<file path="src/rtl/rwhp_pkg.sv">
// Shared types and constants for the RIFF/WAVE header parser.
// Chunk identifiers, status codes, state encodings and divider interface.
// No dependencies.
package rwhp_pkg;

	// four-character codes, big-endian as read from the file
	localparam logic [31:0] ID_RIFF = 32'h5249_4646;
	localparam logic [31:0] ID_WAVE = 32'h5741_5645;
	localparam logic [31:0] ID_FORM = 32'h464F_524D;
	localparam logic [31:0] ID_AIFF = 32'h4149_4646;
	localparam logic [31:0] ID_AIFC = 32'h4149_4643;
	localparam logic [31:0] ID_DATA = 32'h6461_7461;
	localparam logic [31:0] ID_FMT  = 32'h666D_7420;
	localparam logic [31:0] ID_FACT = 32'h6661_6374;
	localparam logic [31:0] ID_ID3L = 32'h6964_3320;
	localparam logic [31:0] ID_ID3U = 32'h4944_3320;
	localparam logic [31:0] ID_ID32 = 32'h4944_3332;

	// result status codes
	localparam logic [2:0] ST_WAV_OK   = 3'd0;
	localparam logic [2:0] ST_AIFF_OK  = 3'd1;
	localparam logic [2:0] ST_SHORT    = 3'd2;
	localparam logic [2:0] ST_NO_RIFF  = 3'd3;
	localparam logic [2:0] ST_NO_WAVE  = 3'd4;
	localparam logic [2:0] ST_NO_AIFF  = 3'd5;

	// duration scale factors
	localparam logic [12:0] DATA_SCALE = 13'd8000;
	localparam logic [9:0]  FACT_SCALE = 10'd1000;

	// header length and dividend width (33-bit size times 8000)
	localparam logic [31:0] HDR_LEN = 32'd12;
	localparam int DVD_W = 46;

	// parse phase, one-hot
	typedef enum logic [4:0] {
		PH_HEAD = 5'b00001,
		PH_CHDR = 5'b00010,
		PH_LOAD = 5'b00100,
		PH_SKIP = 5'b01000,
		PH_IDLE = 5'b10000
	} phase_t;

	// block sequencer, one-hot
	typedef enum logic [2:0] {
		SQ_RUN = 3'b001,
		SQ_DIV = 3'b010,
		SQ_FIN = 3'b100
	} seq_t;

	// divider request and response
	typedef struct packed {
		logic             start;
		logic [DVD_W-1:0] dividend;
		logic [31:0]      divisor;
	} div_req_t;

	typedef struct packed {
		logic        busy;
		logic        done;
		logic [31:0] quotient;
	} div_rsp_t;

endpackage

</file>
<file path="src/rtl/riff_wave_header_parser_unit.sv">
// RIFF/WAVE header parser and chunk walker, top level.
// Depends on rwhp_pkg and rwhp_divider.
//
// Usage: set file_length through cfg_write_en/cfg_write_data while idle, then
// stream the file one byte per transfer on in_valid/in_ready (data_byte,
// last_byte). The transfer carrying last_byte=1 produces one result on
// out_valid/out_ready; earlier bytes produce none.
// Throughput: one byte per cycle while in_ready is high. A data chunk header
// (with a known bit rate) or a four-byte fact chunk starts a duration
// division in the shared divider; in_ready stays low while it runs, one
// quotient bit per cycle. After the last byte the sequencer enters its finish
// state and the result moves into the output register once that is free
// (after the division if that byte started one); in_ready is low meanwhile.
// The next file may stream while a result waits in the output register; once
// its own result is ready, in_ready stays low until the waiting one is taken,
// so a stalled receiver holds off the input from then on.
// Reset clears all parse state and file_length; after each result the parse
// state returns to its reset values and file_length is kept.
module riff_wave_header_parser_unit (
	input  logic        clk,
	input  logic        arst_n,
	input  logic        cfg_write_en,
	input  logic [31:0] cfg_write_data,
	input  logic        in_valid,
	output logic        in_ready,
	input  logic [7:0]  data_byte,
	input  logic        last_byte,
	output logic        out_valid,
	input  logic        out_ready,
	output logic [2:0]  status,
	output logic        stopped_early,
	output logic        data_found,
	output logic [15:0] channel_count,
	output logic [31:0] sample_rate,
	output logic [31:0] bit_rate,
	output logic [15:0] frame_align,
	output logic [15:0] sample_bits,
	output logic [31:0] pcm_offset,
	output logic [31:0] pcm_size,
	output logic [31:0] play_msec
);

	rwhp_pkg::seq_t   seq_q;
	rwhp_pkg::phase_t phase_q, n_phase;
	logic [31:0] file_len_q;
	logic        last_q;
	logic [4:0]  idx_q, n_idx;
	logic [31:0] fs_q, n_fs;
	logic [31:0] walk_q, n_walk;
	logic [31:0] cid_q, n_cid;
	logic [32:0] size_q, n_size;
	logic [32:0] skip_q, n_skip;
	logic [15:0] ch_q, n_ch;
	logic [31:0] sr_q, n_sr;
	logic [31:0] br_q, n_br;
	logic [15:0] ba_q, n_ba;
	logic [15:0] sb_q, n_sb;
	logic [31:0] aoff_q, n_aoff;
	logic [31:0] asize_q, n_asize;
	logic [31:0] dur_q;
	logic        fstop_q, n_fstop;
	logic        fdata_q, n_fdata;
	logic [2:0]  kstat_q, n_kstat;

	rwhp_pkg::div_req_t div_req;
	rwhp_pkg::div_rsp_t div_rsp;

	logic        in_xfer;
	logic        fin_go;
	logic [31:0] hdr_fs;
	logic [32:0] padded;
	logic [31:0] walk8;
	logic [32:0] remaining;
	logic [31:0] fin_end;
	logic        fin_stop;

	rwhp_divider u_div (
		.clk    (clk),
		.arst_n (arst_n),
		.req    (div_req),
		.rsp    (div_rsp)
	);

	assign in_ready = (seq_q == rwhp_pkg::SQ_RUN);
	assign in_xfer  = in_valid && in_ready;
	// result leaves the sequencer once the output register is free
	assign fin_go   = (seq_q == rwhp_pkg::SQ_FIN) && (!out_valid || out_ready);

	// per-byte parse step
	always_comb begin
		n_phase = phase_q;
		n_idx   = idx_q;
		n_fs    = fs_q;
		n_walk  = walk_q;
		n_cid   = cid_q;
		n_size  = size_q;
		n_skip  = skip_q;
		n_ch    = ch_q;
		n_sr    = sr_q;
		n_br    = br_q;
		n_ba    = ba_q;
		n_sb    = sb_q;
		n_aoff  = aoff_q;
		n_asize = asize_q;
		n_fstop = fstop_q;
		n_fdata = fdata_q;
		n_kstat = kstat_q;
		div_req.start    = 1'b0;
		div_req.dividend = '0;
		div_req.divisor  = '0;
		hdr_fs    = '0;
		padded    = '0;
		walk8     = '0;
		remaining = '0;

		unique case (phase_q)
			rwhp_pkg::PH_HEAD: begin
				n_fs = {fs_q[23:0], data_byte};
				if (idx_q == 5'd3) n_cid = n_fs;
				if (idx_q == 5'd11) begin
					n_phase = rwhp_pkg::PH_IDLE;
					if (cid_q == rwhp_pkg::ID_RIFF) begin
						if (n_fs == rwhp_pkg::ID_WAVE) begin
							n_kstat = rwhp_pkg::ST_WAV_OK;
							n_walk  = rwhp_pkg::HDR_LEN;
							n_idx   = '0;
							n_fs    = '0;
							n_phase = ({1'b0, rwhp_pkg::HDR_LEN} + 33'd8 < {1'b0, file_len_q})
								? rwhp_pkg::PH_CHDR : rwhp_pkg::PH_IDLE;
						end else begin
							n_kstat = rwhp_pkg::ST_NO_WAVE;
						end
					end else if (cid_q == rwhp_pkg::ID_FORM) begin
						n_kstat = (n_fs == rwhp_pkg::ID_AIFF || n_fs == rwhp_pkg::ID_AIFC)
							? rwhp_pkg::ST_AIFF_OK : rwhp_pkg::ST_NO_AIFF;
					end else begin
						n_kstat = rwhp_pkg::ST_NO_RIFF;
					end
				end else begin
					if (idx_q == 5'd7) n_fs = '0;
					n_idx = idx_q + 5'd1;
				end
			end
			rwhp_pkg::PH_CHDR: begin
				if (idx_q < 5'd4) begin
					n_fs = {fs_q[23:0], data_byte};
					if (idx_q == 5'd3) begin
						n_cid = n_fs;
						n_fs  = '0;
					end
				end else begin
					n_fs = {data_byte, fs_q[31:8]};
				end
				hdr_fs = n_fs;
				if (idx_q == 5'd7) begin
					// chunk header complete
					padded    = {1'b0, hdr_fs} + {32'd0, hdr_fs[0]};
					walk8     = walk_q + 32'd8;
					remaining = (file_len_q > walk8) ? {1'b0, file_len_q - walk8} : 33'd0;
					n_walk    = walk8;
					n_size    = padded;
					n_idx     = '0;
					n_fs      = '0;
					if (cid_q == rwhp_pkg::ID_DATA) begin
						n_fdata = 1'b1;
						n_aoff  = walk8;
						n_asize = padded[31:0];
						if (dur_q == '0 && br_q != '0) begin
							div_req.start    = 1'b1;
							div_req.dividend = {13'd0, padded} * {33'd0, rwhp_pkg::DATA_SCALE};
							div_req.divisor  = br_q;
						end
					end
					if (cid_q != rwhp_pkg::ID_ID3L && cid_q != rwhp_pkg::ID_ID3U &&
					    cid_q != rwhp_pkg::ID_ID32 && padded > remaining) begin
						n_fstop = 1'b1;
						n_phase = rwhp_pkg::PH_IDLE;
					end else begin
						n_skip = padded;
						n_phase = (cid_q == rwhp_pkg::ID_DATA || cid_q == rwhp_pkg::ID_ID3L ||
						           cid_q == rwhp_pkg::ID_ID3U || cid_q == rwhp_pkg::ID_ID32)
							? rwhp_pkg::PH_SKIP : rwhp_pkg::PH_LOAD;
						if (padded == '0) begin
							n_phase = ({1'b0, walk8} + 33'd8 < {1'b0, file_len_q})
								? rwhp_pkg::PH_CHDR : rwhp_pkg::PH_IDLE;
						end
					end
				end else begin
					n_idx = idx_q + 5'd1;
				end
			end
			rwhp_pkg::PH_LOAD, rwhp_pkg::PH_SKIP: begin
				if (phase_q == rwhp_pkg::PH_LOAD) begin
					n_fs = {data_byte, fs_q[31:8]};
					if (cid_q == rwhp_pkg::ID_FMT) begin
						if (idx_q == 5'd3)  n_ch = n_fs[31:16];
						if (idx_q == 5'd7)  n_sr = n_fs;
						if (idx_q == 5'd11) n_br = {n_fs[28:0], 3'b000};
						if (idx_q == 5'd13) n_ba = n_fs[31:16];
						if (idx_q == 5'd15) n_sb = n_fs[31:16];
					end else if (cid_q == rwhp_pkg::ID_FACT && size_q == 33'd4 &&
					             idx_q == 5'd3 && sr_q != '0) begin
						div_req.start    = 1'b1;
						div_req.dividend = {14'd0, n_fs} * {36'd0, rwhp_pkg::FACT_SCALE};
						div_req.divisor  = sr_q;
					end
					if (idx_q < 5'd31) n_idx = idx_q + 5'd1;
				end
				if (skip_q != '0) n_skip = skip_q - 33'd1;
				if (n_skip == '0) begin
					n_walk  = walk_q + size_q[31:0];
					n_idx   = '0;
					n_fs    = '0;
					n_phase = ({1'b0, n_walk} + 33'd8 < {1'b0, file_len_q})
						? rwhp_pkg::PH_CHDR : rwhp_pkg::PH_IDLE;
				end
			end
			default: begin
			end
		endcase

		// only start the divider on an accepted byte
		div_req.start = div_req.start && in_xfer;
	end

	// end-of-file stop condition; the skip end wraps at 32 bits
	always_comb begin
		fin_end  = walk_q + size_q[31:0];
		fin_stop = fstop_q || phase_q == rwhp_pkg::PH_CHDR || phase_q == rwhp_pkg::PH_LOAD ||
			(phase_q == rwhp_pkg::PH_SKIP &&
			 ({1'b0, fin_end} + 33'd8 < {1'b0, file_len_q}));
	end

	// configuration register
	always_ff @(posedge clk or negedge arst_n) begin
		if (!arst_n) begin
			file_len_q <= '0;
		end else if (cfg_write_en) begin
			file_len_q <= cfg_write_data;
		end
	end

	// sequencer and parse state
	always_ff @(posedge clk or negedge arst_n) begin
		if (!arst_n) begin
			seq_q   <= rwhp_pkg::SQ_RUN;
			last_q  <= 1'b0;
			phase_q <= rwhp_pkg::PH_HEAD;
			idx_q   <= '0;
			fs_q    <= '0;
			walk_q  <= rwhp_pkg::HDR_LEN;
			cid_q   <= '0;
			size_q  <= '0;
			skip_q  <= '0;
			ch_q    <= '0;
			sr_q    <= '0;
			br_q    <= '0;
			ba_q    <= '0;
			sb_q    <= '0;
			aoff_q  <= '0;
			asize_q <= '0;
			dur_q   <= '0;
			fstop_q <= 1'b0;
			fdata_q <= 1'b0;
			kstat_q <= '0;
		end else begin
			unique case (seq_q)
				rwhp_pkg::SQ_RUN: begin
					if (in_xfer) begin
						phase_q <= n_phase;
						idx_q   <= n_idx;
						fs_q    <= n_fs;
						walk_q  <= n_walk;
						cid_q   <= n_cid;
						size_q  <= n_size;
						skip_q  <= n_skip;
						ch_q    <= n_ch;
						sr_q    <= n_sr;
						br_q    <= n_br;
						ba_q    <= n_ba;
						sb_q    <= n_sb;
						aoff_q  <= n_aoff;
						asize_q <= n_asize;
						fstop_q <= n_fstop;
						fdata_q <= n_fdata;
						kstat_q <= n_kstat;
						last_q  <= last_byte;
						if (div_req.start) begin
							seq_q <= rwhp_pkg::SQ_DIV;
						end else if (last_byte) begin
							seq_q <= rwhp_pkg::SQ_FIN;
						end
					end
				end
				rwhp_pkg::SQ_DIV: begin
					if (div_rsp.done) begin
						dur_q <= div_rsp.quotient;
						seq_q <= last_q ? rwhp_pkg::SQ_FIN : rwhp_pkg::SQ_RUN;
					end
				end
				rwhp_pkg::SQ_FIN: begin
					// result captured below; return parse state to reset values
					if (fin_go) begin
						seq_q   <= rwhp_pkg::SQ_RUN;
						last_q  <= 1'b0;
						phase_q <= rwhp_pkg::PH_HEAD;
						idx_q   <= '0;
						fs_q    <= '0;
						walk_q  <= rwhp_pkg::HDR_LEN;
						cid_q   <= '0;
						size_q  <= '0;
						skip_q  <= '0;
						ch_q    <= '0;
						sr_q    <= '0;
						br_q    <= '0;
						ba_q    <= '0;
						sb_q    <= '0;
						aoff_q  <= '0;
						asize_q <= '0;
						dur_q   <= '0;
						fstop_q <= 1'b0;
						fdata_q <= 1'b0;
						kstat_q <= '0;
					end
				end
				default: begin
					seq_q <= rwhp_pkg::SQ_RUN;
				end
			endcase
		end
	end

	// output register
	always_ff @(posedge clk or negedge arst_n) begin
		if (!arst_n) begin
			out_valid <= 1'b0;
		end else if (fin_go) begin
			out_valid <= 1'b1;
		end else if (out_ready) begin
			out_valid <= 1'b0;
		end
	end

	always_ff @(posedge clk) begin
		if (fin_go) begin
			status        <= (phase_q == rwhp_pkg::PH_HEAD) ? rwhp_pkg::ST_SHORT : kstat_q;
			stopped_early <= fin_stop;
			data_found    <= fdata_q;
			channel_count <= ch_q;
			sample_rate   <= sr_q;
			bit_rate      <= br_q;
			frame_align   <= ba_q;
			sample_bits   <= sb_q;
			pcm_offset    <= aoff_q;
			pcm_size      <= asize_q;
			play_msec     <= dur_q;
		end
	end

endmodule

</file>
<file path="src/rtl/rwhp_divider.sv">
// Iterative restoring divider, one quotient bit per cycle, saturating to 32 bits.
// Uses rwhp_pkg for the request/response structs.
module rwhp_divider (
	input  logic              clk,
	input  logic              arst_n,
	input  rwhp_pkg::div_req_t req,
	output rwhp_pkg::div_rsp_t rsp
);

	localparam int CNT_W = $clog2(rwhp_pkg::DVD_W + 1);

	logic [rwhp_pkg::DVD_W-1:0] quo_q;
	logic [31:0]                rem_q;
	logic [31:0]                dvs_q;
	logic [CNT_W-1:0]           cnt_q;
	logic                       busy_q;
	logic                       done_q;
	logic [32:0]                rem_sh;
	logic [32:0]                rem_dif;
	logic                       fits;

	// one shift-subtract step; the remainder stays below the divisor
	always_comb begin
		rem_sh  = {rem_q, quo_q[rwhp_pkg::DVD_W-1]};
		rem_dif = rem_sh - {1'b0, dvs_q};
		fits    = rem_sh >= {1'b0, dvs_q};
	end

	always_ff @(posedge clk or negedge arst_n) begin
		if (!arst_n) begin
			busy_q <= 1'b0;
			done_q <= 1'b0;
			cnt_q  <= '0;
			quo_q  <= '0;
			rem_q  <= '0;
			dvs_q  <= '0;
		end else begin
			done_q <= 1'b0;
			if (req.start) begin
				busy_q <= 1'b1;
				quo_q  <= req.dividend;
				dvs_q  <= req.divisor;
				rem_q  <= '0;
				cnt_q  <= CNT_W'(rwhp_pkg::DVD_W);
			end else if (busy_q) begin
				rem_q <= fits ? rem_dif[31:0] : rem_sh[31:0];
				quo_q <= {quo_q[rwhp_pkg::DVD_W-2:0], fits};
				cnt_q <= cnt_q - CNT_W'(1);
				if (cnt_q == CNT_W'(1)) begin
					busy_q <= 1'b0;
					done_q <= 1'b1;
				end
			end
		end
	end

	// saturate quotient
	always_comb begin
		rsp.busy     = busy_q;
		rsp.done     = done_q;
		rsp.quotient = (quo_q[rwhp_pkg::DVD_W-1:32] != '0) ? 32'hFFFF_FFFF : quo_q[31:0];
	end

endmodule
</file>
<file path="config.mk">
export PLATFORM = sky130hd
export DESIGN_NAME = riff_wave_header_parser_unit
export DESIGN_NICKNAME = d
export VERILOG_FILES = /design/src/rtl/rwhp_pkg.sv /design/src/rtl/riff_wave_header_parser_unit.sv /design/src/rtl/rwhp_divider.sv
export SDC_FILE = /design/constraint.sdc
export NUM_CORES = 2
export LEC_CHECK = 0
export ABC_CLOCK_PERIOD_IN_PS = 9450
export BUFFER_PORTS_ARGS = -buffer_cell sky130_fd_sc_hd__buf_2
export CAP_MARGIN = 40
export CELL_PAD_IN_SITES_DETAIL_PLACEMENT = 0
export CELL_PAD_IN_SITES_GLOBAL_PLACEMENT = 2
export CORE_UTILIZATION = 30
export CTS_CLUSTER_SIZE = 24
export DETAILED_ROUTE_END_ITERATION = 6
export PLACE_DENSITY_LB_ADDON = 0.1
export RECOVER_POWER = 50
export SLEW_MARGIN = 20
export SYNTH_ARGS = -nofsm -noshare
export SYNTH_HDL_FRONTEND = slang
export SYNTH_SLANG_ARGS = --single-unit
</file>
<file path="constraint.sdc">
create_clock -name clk -period 9.45 [get_ports clk]
set_input_delay 1.89 -clock clk [delete_from_list [all_inputs] [get_ports clk]]
set_output_delay 1.89 -clock clk [all_outputs]
set_load 0.02 [all_outputs]
</file>
-- Word level (Yosys, flattened, before mapping)
Index checks and enable logic that the tools add are counted.
- bits in registers: 753
- bits of input ports: 46
- output and inout bits: 215
- add/subtract/negate cells: 10
- multipliers: 2
- $lt $le $gt $ge: 8
- equal/unequal tests: 58
- mux-type cells: 162
- reduce and logical (&&, ||, !) cells: 50
- operators by type and width (operator ; count):
    32-bit 2-to-1 mux ; 46
    32-bit one-hot mux with 2 select lines ; 9
    79-bit 2-to-1 mux ; 6
    32-bit by 31-bit equality test with 1-bit output, second input constant ; 11
    33-bit 2-to-1 mux ; 9
    16-bit 2-to-1 mux ; 16
    33-bit one-hot mux with 2 select lines ; 3
    32-bit one-hot mux with 3 select lines ; 2
    79-bit one-hot mux with 2 select lines ; 1
    5-bit 2-to-1 mux ; 21
    32-bit by 31-bit != test with 1-bit output, second input constant ; 3
    16-bit one-hot mux with 2 select lines ; 3
    46-bit 2-to-1 mux ; 2
    32-bit by 4-bit adder with 33-bit output, second input constant ; 2
    33-bit zero test ; 2
    33-bit by 32-bit < comparator with 1-bit output ; 2
    32-bit nonzero test ; 2
    32-bit subtractor ; 2
    3-bit 2-to-1 mux ; 14
    7-bit AND reduction ; 6
    33-bit by 7-bit multiplier with 40-bit output, second input constant ; 1
    32-bit by 7-bit multiplier with 39-bit output, second input constant ; 1
    32-bit by 1-bit adder with 33-bit output ; 1
    33-bit by 3-bit equality test with 1-bit output, second input constant ; 1
    47 further kinds ; 124

-- Longest topological paths before layout
- depth after elaboration: 14
- depth in mapped cells: 38
- gate-level depth less buffers: 31

-- Modules after synthesis
A second synthesis with hierarchy kept.
- cell total of the unflattened synthesis: 5568
- area total of the unflattened synthesis: 52217.6 um^2
- by module, submodules not included (module ; times used ; cells each ; area each (um^2) ; sequential area each (um^2)):
    riff_wave_header_parser_unit ; 1 ; 4698 ; 44750.4 ; 16716.0
    rwhp_divider ; 1 ; 870 ; 7467.2 ; 2952.8

-- Worst setup path before layout
No wires, ideal clock.
- path type: register -> register
- start point: register idx_q[4]
- end point: register u_div.quo_q[44] (netlist bit)
- library setup time: 0.127 ns
- data arrival time: 8.720 ns
- data required time: 9.323 ns
- path slack: 0.603 ns
- cell stages (with the launch flop): 37
- path buffers: 7
- clock period less this slack: 8.847 ns
- cells stage by stage: dfrtp_1 -> buf_6 -> or3_1 -> buf_2 -> buf_1 -> clkbuf_1 -> clkbuf_1 -> buf_1 -> buf_1 -> nand2_1 -> o31ai_1 -> ha_1 -> nand4b_1 -> mux2i_1 -> nand2_1 -> nor2_1 -> nand2_1 -> xnor2_1 -> clkinv_1 -> xnor2_1 -> fa_1 -> fa_1 -> fa_1 -> inv_1 -> ha_1 -> and4_1 -> and3_1 -> a221o_1 -> a21oi_1 -> o21a_1 -> o21ai_0 -> o2111a_1 -> a211o_1 -> or3_1 -> a31oi_1 -> xor2_1 -> o21ai_0
- cells in the longest elaborated chain, start to end: 11
- elaborated cells between the ends (all ways): 20
- ends and longest elaborated chain (element ; line ; text):
    start, declared ; riff_wave_header_parser_unit.sv:47 ; logic [4:0] idx_q, n_idx;
    start signal, assigned ; riff_wave_header_parser_unit.sv:271 ; idx_q <= n_idx;
    branches (longest 9 deep; another with 33-bit by 7-bit multiplier with 40-bit output) ; - ;
    79-bit one-hot mux with 2 select lines (*) ; riff_wave_header_parser_unit.sv:116 ; unique case (phase_q)
    46-bit 2-to-1 mux ; rwhp_divider.sv:39 ; if (req.start) begin
    end signal, assigned ; rwhp_divider.sv:41 ; quo_q <= req.dividend;
    end signal, assigned ; rwhp_divider.sv:47 ; quo_q <= {quo_q[rwhp_pkg::DVD_W-2:0], fits};
    end, declared ; rwhp_divider.sv:12 ; logic [rwhp_pkg::DVD_W-1:0] quo_q;
Every way passes the cells marked *. The select of a mux whose other input is x is not followed.
A chain may end at the register's enable or synchronous reset.

-- Final worst setup path
- start point: input data_byte[6]
- end point: register u_div.quo_q[44] (netlist bit)
- cells in the longest elaborated chain, start to end: 10
- ends and longest elaborated chain (element ; line ; text):
    start, declared ; riff_wave_header_parser_unit.sv:26 ; input logic [7:0] data_byte,
    32-bit 2-to-1 mux ; riff_wave_header_parser_unit.sv:147 ; if (idx_q == 5'd3) begin
    32-bit 2-to-1 mux (*) ; riff_wave_header_parser_unit.sv:145 ; if (idx_q < 5'd4) begin
    32-bit 2-to-1 mux (*) ; riff_wave_header_parser_unit.sv:116 ;
    32-bit by 1-bit adder with 33-bit output (*) ; riff_wave_header_parser_unit.sv:157 ; padded = {1'b0, hdr_fs} + {32'd0, hdr_fs[0]};
    33-bit by 7-bit multiplier with 40-bit output (*) ; riff_wave_header_parser_unit.sv:170 ; div_req.dividend = {13'd0, padded} * {33'd0, rwhp_pkg::DATA_SCALE};
    79-bit 2-to-1 mux (*) ; riff_wave_header_parser_unit.sv:168 ; if (dur_q == '0 && br_q != '0) begin
    79-bit 2-to-1 mux (*) ; riff_wave_header_parser_unit.sv:164 ; if (cid_q == rwhp_pkg::ID_DATA) begin
    79-bit 2-to-1 mux (*) ; riff_wave_header_parser_unit.sv:155 ; if (idx_q == 5'd7) begin
    79-bit one-hot mux with 2 select lines (*) ; riff_wave_header_parser_unit.sv:116 ;
    46-bit 2-to-1 mux (*) ; rwhp_divider.sv:39 ;
Mark *: on every way between the ends. The rest lies on a longest branch, timed or not. The select of a mux whose other input is x is not followed.

==> results.md <==
| Parameter | Value |
|:---|:---|
| First-pass iteration count of the detailed router | 7 |
| CTS-repair resized insts | 0 |
| Gate count after technology mapping | 5543 |
| Number of placed cells counting well taps | 7974 |
| Req. time, crit path | 10060 ps |
| Detailed-route via count | 42700 |
| Total placed instance area | 56500 um2 |
| Synthesized-area fraction occupied by adder cells | 0.175 |
| # Max-Cap Violations | 4 |
| Non-Filler Instances | 8157 |
| Startpoint type of the worst setup path | input port |
| Post-synthesis mux area share | 0.0149 |
| Post-Synth Simple-Gate Area | 0.161 |
| Relative slew slack | -2.38 |
| Flop2flop setup slack | 1060 ps |
| Data arrival time of the worst path | 9090 ps |
| Initial antenna violation count | 7 |
| Routed Wire Length | 202000 um |
| Antenna violation net count after detailed routing | 0 |
| Worst-Margin Slew | 5070 ps |
| Clock-pin slew on the worst setup and hold paths | 60 ps |
| Netlist area before placement | 51500 um2 |
| Die extent in x | 416 um |
| Pin count of the biggest net entering global routing | 129 |
| Post-route cell area | 59700 um2 |
| Shortest period the worst path allows | 8480 ps |
| Synthesis Warnings | 0 |
| Register bit count reported by yosys | 744 |
| CP Max Fanout | 7 |
| Top library cells by usage in the layout, fill and taps aside | 753 x sky130_fd_sc_hd__nand2_1, 545 x sky130_fd_sc_hd__o21ai_0, 530 x sky130_fd_sc_hd__dfrtp_1 |
| Setup-failing EPs final | 0 |
| HPWL after detailed placement | 157000 um |
| # nets final | 6494 |
| Drt drc | 2 |
| Post-CTS repair timing setup buffer count | 0 |
| Number of stages on the worst hold path | 0 |
| Via count of the first global-routing pass | 42800 |
| CTS tree | yes |
| Buffer depth of the longest clock path | 3 |
| Fraction of layout cells with a size suffix above 1 | 0.118 |
| Starting Density | 0.303 |
| Detail-routed via count per cell | 5.23 |
| Total gr overflow | 0 |
| IO buf count | 256 |
| Final hold violation count | 0 |
| Total count of max-transition violations in the final report | 213 |
| Async SR Flop Fraction | 0.719 |
| CTS sink cnt | 744 |
| # H-tree levels | 3 |
| Final worst-path cycle share | 0.898 |
| Placeable Area | 170000 um2 |
| Post-Synth XOR/XNOR Area | 0.0511 |
| Maximum operating frequency | 0.118 GHz |
| Total track usage | 0.232 |
| Endpoint with the worst hold slack | pcm_offset[3] |
| CTS Buf Count | 94 |
| Worst r2r src | idx_q[2] |
| Summed negative setup slack over all endpoints | 0 ps |
| Number of violations reported at the end of detailed-routing iteration 0 | 2872 |
| Cell at the slowest stage of the critical path | sky130_fd_sc_hd__xor2_1 |
| Count of distinct cell types in the synthesized netlist | 99 |
| Number of placement rows | 151 |
| Top-Level Pins | 261 |
| Origin of the worst min-delay path | aoff_q[3] |
| Hold crit path type | flop to flop |
| Synth Area in Compound Gates | 0.172 |
| Vertical extent of the die | 416 um |
| Critical path buffers and inverters | 6 |
| Violated checks | DRC, capacitance limit, slew limit |
| Area of the die | 173000 um2 |
| Final GP Congestion | 0.904 |
| Worst Path Class, Setup | input port to flop |
| Reg-to-Reg End | u_div.quo_q[44] |
| Status | complete, but fails checks |
| Count of flip-flops with a built-in enable after synthesis | 209 |
| Setup repair after global routing missed its margin | no |
| Cell at the root of the clock tree | sky130_fd_sc_hd__clkbuf_16 |
| Average wire length per cell after detail routing | 24.8 um |
| Combinational family with the most area after synthesis | adder cells |
| Top flip-flop cell by instance count after synthesis | sky130_fd_sc_hd__dfrtp_1 |
| Area added between synthesis and finish | 15.8% |
| Source-to-sink clock delay at the later pin of the worst-skew pair | 770 ps |
| Reg2Reg Depth | 28 |
| Clock Skew | 77.8 ps |
| Synthesized area per cell | 9.29 um2 |
| Commonest non-fill, non-tap cell in the layout | sky130_fd_sc_hd__nand2_1 |
| First-pass GRT wire length | 299000 um |
| Sequential share of the synthesized area | 0.382 |
| Kind of end point of the critical path | flop |
| Cts hold-fix bufs | 0 |
| Family with the most delay on the worst path | compound AO/OA/AOI/OAI gates |
| Max incr delay on CP | 650 ps |
| Critical path launch point | data_byte[6] |
registers in the layout, summed over array words and instances (netlist names), 32 cells and up:
signal / flops
walk_q: 32
skip_q: 33
play_msec: 32
u_div.rem_q: 32
sr_q: 32
u_div.dvs_q: 32
sample_rate: 32
pcm_offset: 32
size_q: 32
fs_q: 32
u_div.quo_q: 46
aoff_q: 32
file_len_q: 32
cid_q: 32
dur_q: 32
per-layer routing:
layer,vias to the layer above,share of wire,global-route usage
li1,20300,-,-
met4,0,0.023,0.0539
met3,184,0.038,0.0293
met1,21300,0.47,0.321
met5,-,0,0
met2,894,0.47,0.383
metrics by stage:
step	setup slack, ps	hold WS [ps]	utilization
5_1_grt	264	437	0.351
6_report	968	420	0.351
3_5_place_dp	216	430	0.333
4_1_cts	991	417	0.351
2_1_floorplan	603	425	-
3_3_place_gp	255	430	0.331
cells by family (layout without fill, tap and decap cells):
group / Yosys count / after routing
compound gates: 1473 / 1473
flops: 744 / 744
mux: 75 / 75
simple gates: 1769 / 1769
buf+inv: 593 / 985
other cells: 1 / 5
fa+ha+maj: 590 / 590
xor+xnor: 298 / 298
worst max path at each step:
stage / slack [ps] / cells after the start / to
6_report: 970 / 28 / u_div.quo_q[44]
5_1_grt: 260 / 3 / cid_q[13]
4_1_cts: 990 / 28 / u_div.quo_q[44]
3_5_place_dp: 220 / 28 / u_div.quo_q[45]
3_3_place_gp: 260 / 29 / u_div.quo_q[44]
2_1_floorplan: 600 / 36 / u_div.quo_q[44]
synth_stat cells (14+ instances only):
library cell,count,share of area
sky130_fd_sc_hd__nor4_1,77,0.0094
sky130_fd_sc_hd__nor3b_1,16,0.0023
sky130_fd_sc_hd__mux2_2,14,0.0031
sky130_fd_sc_hd__edfxtp_1,209,0.12
sky130_fd_sc_hd__o21a_1,29,0.0042
sky130_fd_sc_hd__clkbuf_1,232,0.017
sky130_fd_sc_hd__o21ai_0,549,0.053
sky130_fd_sc_hd__nor2_1,358,0.026
sky130_fd_sc_hd__nand3_1,100,0.0097
sky130_fd_sc_hd__nand2b_1,35,0.0043
sky130_fd_sc_hd__xnor2_1,199,0.034
sky130_fd_sc_hd__xor2_1,96,0.016
sky130_fd_sc_hd__nand2_1,754,0.055
sky130_fd_sc_hd__o31ai_1,83,0.012
sky130_fd_sc_hd__or3_1,32,0.0039
sky130_fd_sc_hd__ha_1,372,0.090
sky130_fd_sc_hd__o21bai_1,32,0.0047
sky130_fd_sc_hd__and3_1,35,0.0043
sky130_fd_sc_hd__a21o_1,89,0.013
sky130_fd_sc_hd__nor3_1,110,0.011
sky130_fd_sc_hd__a221oi_1,30,0.0051
sky130_fd_sc_hd__or4_1,17,0.0025
sky130_fd_sc_hd__a21oi_1,355,0.034
sky130_fd_sc_hd__and4_1,14,0.0024
sky130_fd_sc_hd__mux2i_1,61,0.012
sky130_fd_sc_hd__o22ai_1,16,0.0019
sky130_fd_sc_hd__o211ai_1,18,0.0026
sky130_fd_sc_hd__nor2b_1,52,0.0063
sky130_fd_sc_hd__nand3b_1,14,0.0020
sky130_fd_sc_hd__inv_1,328,0.024
sky130_fd_sc_hd__buf_1,15,0.0011
sky130_fd_sc_hd__fa_1,218,0.085
sky130_fd_sc_hd__a31oi_1,55,0.0067
sky130_fd_sc_hd__a211oi_1,39,0.0057
sky130_fd_sc_hd__and2_1,27,0.0033
sky130_fd_sc_hd__nand4_1,69,0.0084
sky130_fd_sc_hd__a22oi_1,57,0.0083
sky130_fd_sc_hd__dfrtp_1,531,0.26
layout make-up:
type	instances	area, um2
flip-flops and latches	744	19700
well taps	2218	2780
diodes	1	2.50
multi-input cells	4209	29800
clock buffers	117	2510
repair buffers	474	3020
inverters	335	1260
fillers	17600	110000
clock inverters	59	643
Power is left out: the tool's default activity adds up to more than one toggle a clock period on the data nets, which glitch-free logic cannot reach.
